### config.mk
export PLATFORM = sky130hd
export DESIGN_NAME = plc_cell
export DESIGN_NICKNAME = d
export VERILOG_FILES = /design/src/rtl/plc_pkg.sv /design/src/rtl/plc_cell.sv
export SDC_FILE = /design/constraint.sdc
export NUM_CORES = 1
export LEC_CHECK = 0
export BUFFER_PORTS_ARGS = -buffer_cell sky130_fd_sc_hd__buf_4
export CAP_MARGIN = 20
export CORE_MARGIN = 4
export CORE_UTILIZATION = 39
export CTS_CLUSTER_SIZE = 12
export DETAILED_ROUTE_END_ITERATION = 8
export GPL_TIMING_DRIVEN = 0
export PLACE_DENSITY = 0.89
export SLEW_MARGIN = 40
export SYNTH_ARGS = -nofsm -noshare
export SYNTH_HDL_FRONTEND = slang
export SYNTH_SLANG_ARGS = --single-unit
export TNS_END_PERCENT = 100
### constraint.sdc
create_clock -name clk -period 2.4 [get_ports clk]
set_clock_uncertainty 0.2 [all_clocks]
set_input_delay 0.12 -clock clk [delete_from_list [all_inputs] [get_ports clk]]
set_output_delay 0.12 -clock clk [all_outputs]
set_load 0.01 [all_outputs]
### src/rtl/plc_pkg.sv
package plc_pkg;

  // Field widths
  localparam int unsigned DATA_W = 32;
  localparam int unsigned POS_W  = 9;
  localparam int unsigned OP_W   = 2;
  localparam int unsigned STAT_W = 2;
  localparam int unsigned LEN_W  = 9;

  // Request kinds
  typedef enum logic [OP_W-1:0] {
    OP_INSERT = 2'd0,
    OP_REMOVE = 2'd1,
    OP_READ   = 2'd2,
    OP_NONE   = 2'd3
  } plc_op_t;

  // Answer codes
  typedef enum logic [STAT_W-1:0] {
    ST_OK     = 2'd0,
    ST_EMPTY  = 2'd1,
    ST_BADPOS = 2'd2,
    ST_FULL   = 2'd3
  } plc_status_t;

  // Per-cycle command broadcast to every cell
  typedef struct packed {
    logic ins;   // open a hole at the position, load the new element there
    logic rem;   // close the hole at the position
    logic pick;  // cell at the position drives its element onto the gather tree
  } plc_ctrl_t;

endpackage

### src/rtl/plc_cell.sv
module plc_cell
  import plc_pkg::*;
#(
  parameter int unsigned IW = 8
) (
  input  logic              clk,
  input  plc_ctrl_t         ctrl,
  input  logic [IW-1:0]     idx,       // this cell's place in the row
  input  logic [IW-1:0]     pos,       // target place of the request
  input  logic [DATA_W-1:0] new_val,   // element being inserted
  input  logic [DATA_W-1:0] left_val,  // neighbor toward the front
  input  logic [DATA_W-1:0] right_val, // neighbor toward the tail
  output logic [DATA_W-1:0] val,
  output logic [DATA_W-1:0] pick_val
);

  logic [DATA_W-1:0] val_r;
  logic [DATA_W-1:0] val_nxt;
  logic              at_pos;
  logic              past_pos;

  assign at_pos   = (idx == pos);
  assign past_pos = (idx > pos);

  // Shift toward tail on insert, toward front on remove
  always_comb begin
    val_nxt = val_r;
    if (ctrl.ins) begin
      if (at_pos) begin
        val_nxt = new_val;
      end else if (past_pos) begin
        val_nxt = left_val;
      end
    end else if (ctrl.rem) begin
      if (at_pos || past_pos) begin
        val_nxt = right_val;
      end
    end
  end

  always_ff @(posedge clk) begin
    val_r <= val_nxt;
  end

  assign val      = val_r;
  assign pick_val = (ctrl.pick && at_pos) ? val_r : '0;

endmodule

==> out/qor.yml <==
drt:
  drtPass1Iterations: 4
  viasPerCell: 5.20
  ant_nets: 0
  wl_um: 8450
  vias: 2543
  drtIter0Drc: 104
  routedWlPerCell_um: 17.3
  route.detailed.drc: 0
yosys:
  syn_area_mm2: 0.00212
  ys.flop_type: "edfxtp_1"
  synth_top_area_share_pct: 45.4
  synthDistinctLibCells: 20
  syn_inst: 205
  synth_edf_count: 32
  synth_top_area_cell: "edfxtp_1"
  avgSynthCellArea_um2: 10.3
  yosysWarningCount: 0
  syn-num-nets: 329
  yosysSeqAreaShare_pct: 45.4
  synth_area_leaders: "edfxtp_1 (45%), mux2i_1 (15%), and3_1 (9.5%)"
  async_reset_ff_share_pct: 0
  synth_seq_cells: 32
die:
  rows: 26
  dieWidth_um: 81.7
  ios: 180
  fp.dieArea_mm2: 0.00667
  core-area_mm2: 0.00517
  die_y_um: 81.7
  start_util_pct: 40.9
global_routing:
  grt_use_met2_pct: 47.1
  grt_pass1_wl_um: 12200
  grt_max_degree: 33
  busiest_layer: "met2"
  global_route.usage.total_pct: 24.5
  grt_pass1_vias: 2581
  grt-ovfl-total: 0
  met1_usage_pct: 22.7
  antenna_found_initial: 0
  groute.layer.met3.usage_pct: 6.69
pwr:
  sw_frac_of_total_pct: 26.0
  p_int_w: 0.00131
  p_comb_share_pct: 28.7
  p_sw_w: 0.000460
  leakage_nw: 1.92
  seqPwrFrac_pct: 43.0
  pwr-share-clk_pct: 28.3
  p_per_area_mw_per_mm2: 451
  max-vdd-ir-drop_uv: 365
worst_setup_path:
  path_class: "input port to flip-flop"
  cp-end-kind: "flip-flop"
  critPathLaunchType: "input port"
  crit_slowest_cell: "o22a_2"
  arrival_ns: 1.68
  critPathLaunch: "idx[0]"
  cp_max_fo: 32
  critical_path.cell_chain: "buf_4 > inv_1 > ha_1 > nand2b_1 > a2111oi_0 > nor3_1 > o22a_2"
  worstPathRequired_ns: 2.13
  slowest_delay_ns: 0.48
  crit_family: "compound AO/OA/AOI/OAI gates"
  cp_num_buf_inv: 2
sta:
  slew_headroom_pct: 49.6
  period_needed_ns: 1.95
  period_share_pct: 81.4
  finalHoldViolCount: 0
  worst_slew_pin_slew_ns: 0.756
  rsz0062_at_grt: "false"
  tns_ns: 0
  setup_viol: 0
  timing.fmax_mhz: 512
  slew_viol_final: 0
run:
  drv_cap: 0
placement:
  place_inst: 453
  dp_hpwl_um: 6220
  place.gp.congestion: 0.752
  port_buffers: 178
clock_tree:
  clock_sinks: 32
  postCtsSetupBuffers: 0
  clk_pin_slew_worst_paths_ns: 0.07
  h-tree-depth: 2
  cts-buffers-inserted: 5
  cts-root-buf: "clkbuf_8"
  cts_tree: "built"
  cts_max_path_buffers: 2
min_path:
  hold_start: "left_val[3]"
  hold_path.class: "input port to flip-flop"
layout:
  antenna_cells: 0
  largest_reg_flops: 32
  layout-drive-gt1-share_pct: 46.3
  stdcell_count: 489
  finish.net_count: 542
  area_growth_pct: 85.6
  fin_util_pct: 76.0
run_status:
  outcome: "completed"
==> worst paths after layout <==
path,endpoint,slack (ns),cells past startpoint
hold / removal,val[3],0.02,3
setup / recovery,val[25],0.45,7
==> routing by layer <==
| metal | share of wire [%] | wire, um |
|---|---|---|
| met1 | 33 | 2760 |
| met3 | 8.0 | 678 |
| met4 | 4.5 | 381 |
| met2 | 55 | 4640 |
| met5 | 0 | 0 |
==> synthesized netlist by cell type (all sizes together), types with 2 or more instances <==
cell,n
ha,8
nand4,2
buf,3
mux2i,32
clkbuf,13
edfxtp,32
nor2,34
and3,32
a21oi,34
inv,8
==> area by class of cell <==
class	instances	area (um^2)
Clock buffer	5	68.8
Timing Repair Buffer	206	1620
Buffer	16	113
Fill cell	357	1240
Tap cell	70	87.6
Clock inverter	3	37.5
Multi-Input combinational cell	149	1010
Inverter	8	30.0
Sequential cell	32	961
==> placed cells by master (no fill, tap or decap) <==
cell / synthesis / layout
o21ai_0: 1 / 1
buf_4: 0 / 178
dlygate4sd3_1: 0 / 28
nor3_1: 1 / 1
inv_1: 8 / 8
nand4_2: 1 / 1
bufinv_16: 0 / 1
buf_12: 3 / 3
clkbuf_8: 0 / 5
nand2b_1: 1 / 1
nor2_1: 33 / 33
nand4_4: 1 / 1
a21oi_1: 34 / 34
a2111oi_0: 1 / 1
nand2_1: 1 / 1
o21a_1: 1 / 1
clkbuf_2: 3 / 3
mux2i_1: 32 / 32
and3_1: 32 / 32
nor2_8: 1 / 1
edfxtp_1: 32 / 32
ha_1: 8 / 8
clkinv_1: 0 / 2
clkbuf_1: 10 / 10
o22a_2: 0 / 1
==> power by group through the flow <==
stage	clock network (W)	logic (W)	registers, W
detailed placement	0	0.000467	0.000770
finish	0.000501	0.000507	0.000762
global route	0.000537	0.000545	0.000772
floorplan	0	0.000123	0.000801
CTS	0.000505	0.000504	0.000759
global placement	0	0.000451	0.000766
==> repair_timing <==
item | 4_1_cts | 5_1_grt
resized for setup | 0 | 0
hold endpoints to repair | 28 | 0
hold buffers | 28 | 0
==> per-stage QoR <==
stage	power [W]	area [um^2]	setup WS, ns	hold WS, ns
2_1_floorplan	0.000924	2120	0.193	0.146
3_3_place_gp	0.00122	3540	-0.208	0.233
3_5_place_dp	0.00124	3540	0.150	0.241
4_1_cts	0.00177	3930	0.441	0.00163
5_1_grt	0.00185	3930	0.319	0.0234
6_report	0.00177	3930	0.445	0.0191
==> cells by family after synthesis <==
group / after synthesis / synth area share (%)
AO/OA/AOI/OAI: 38 / 9.46
adder cells (fa/ha/maj): 8 / 4.73
buffers and inverters: 24 / 6.74
flip-flops: 32 / 45.4
multiplexers: 32 / 15.1
AND/OR/NAND/NOR: 71 / 18.6
(Power assumes the default switching activity.)
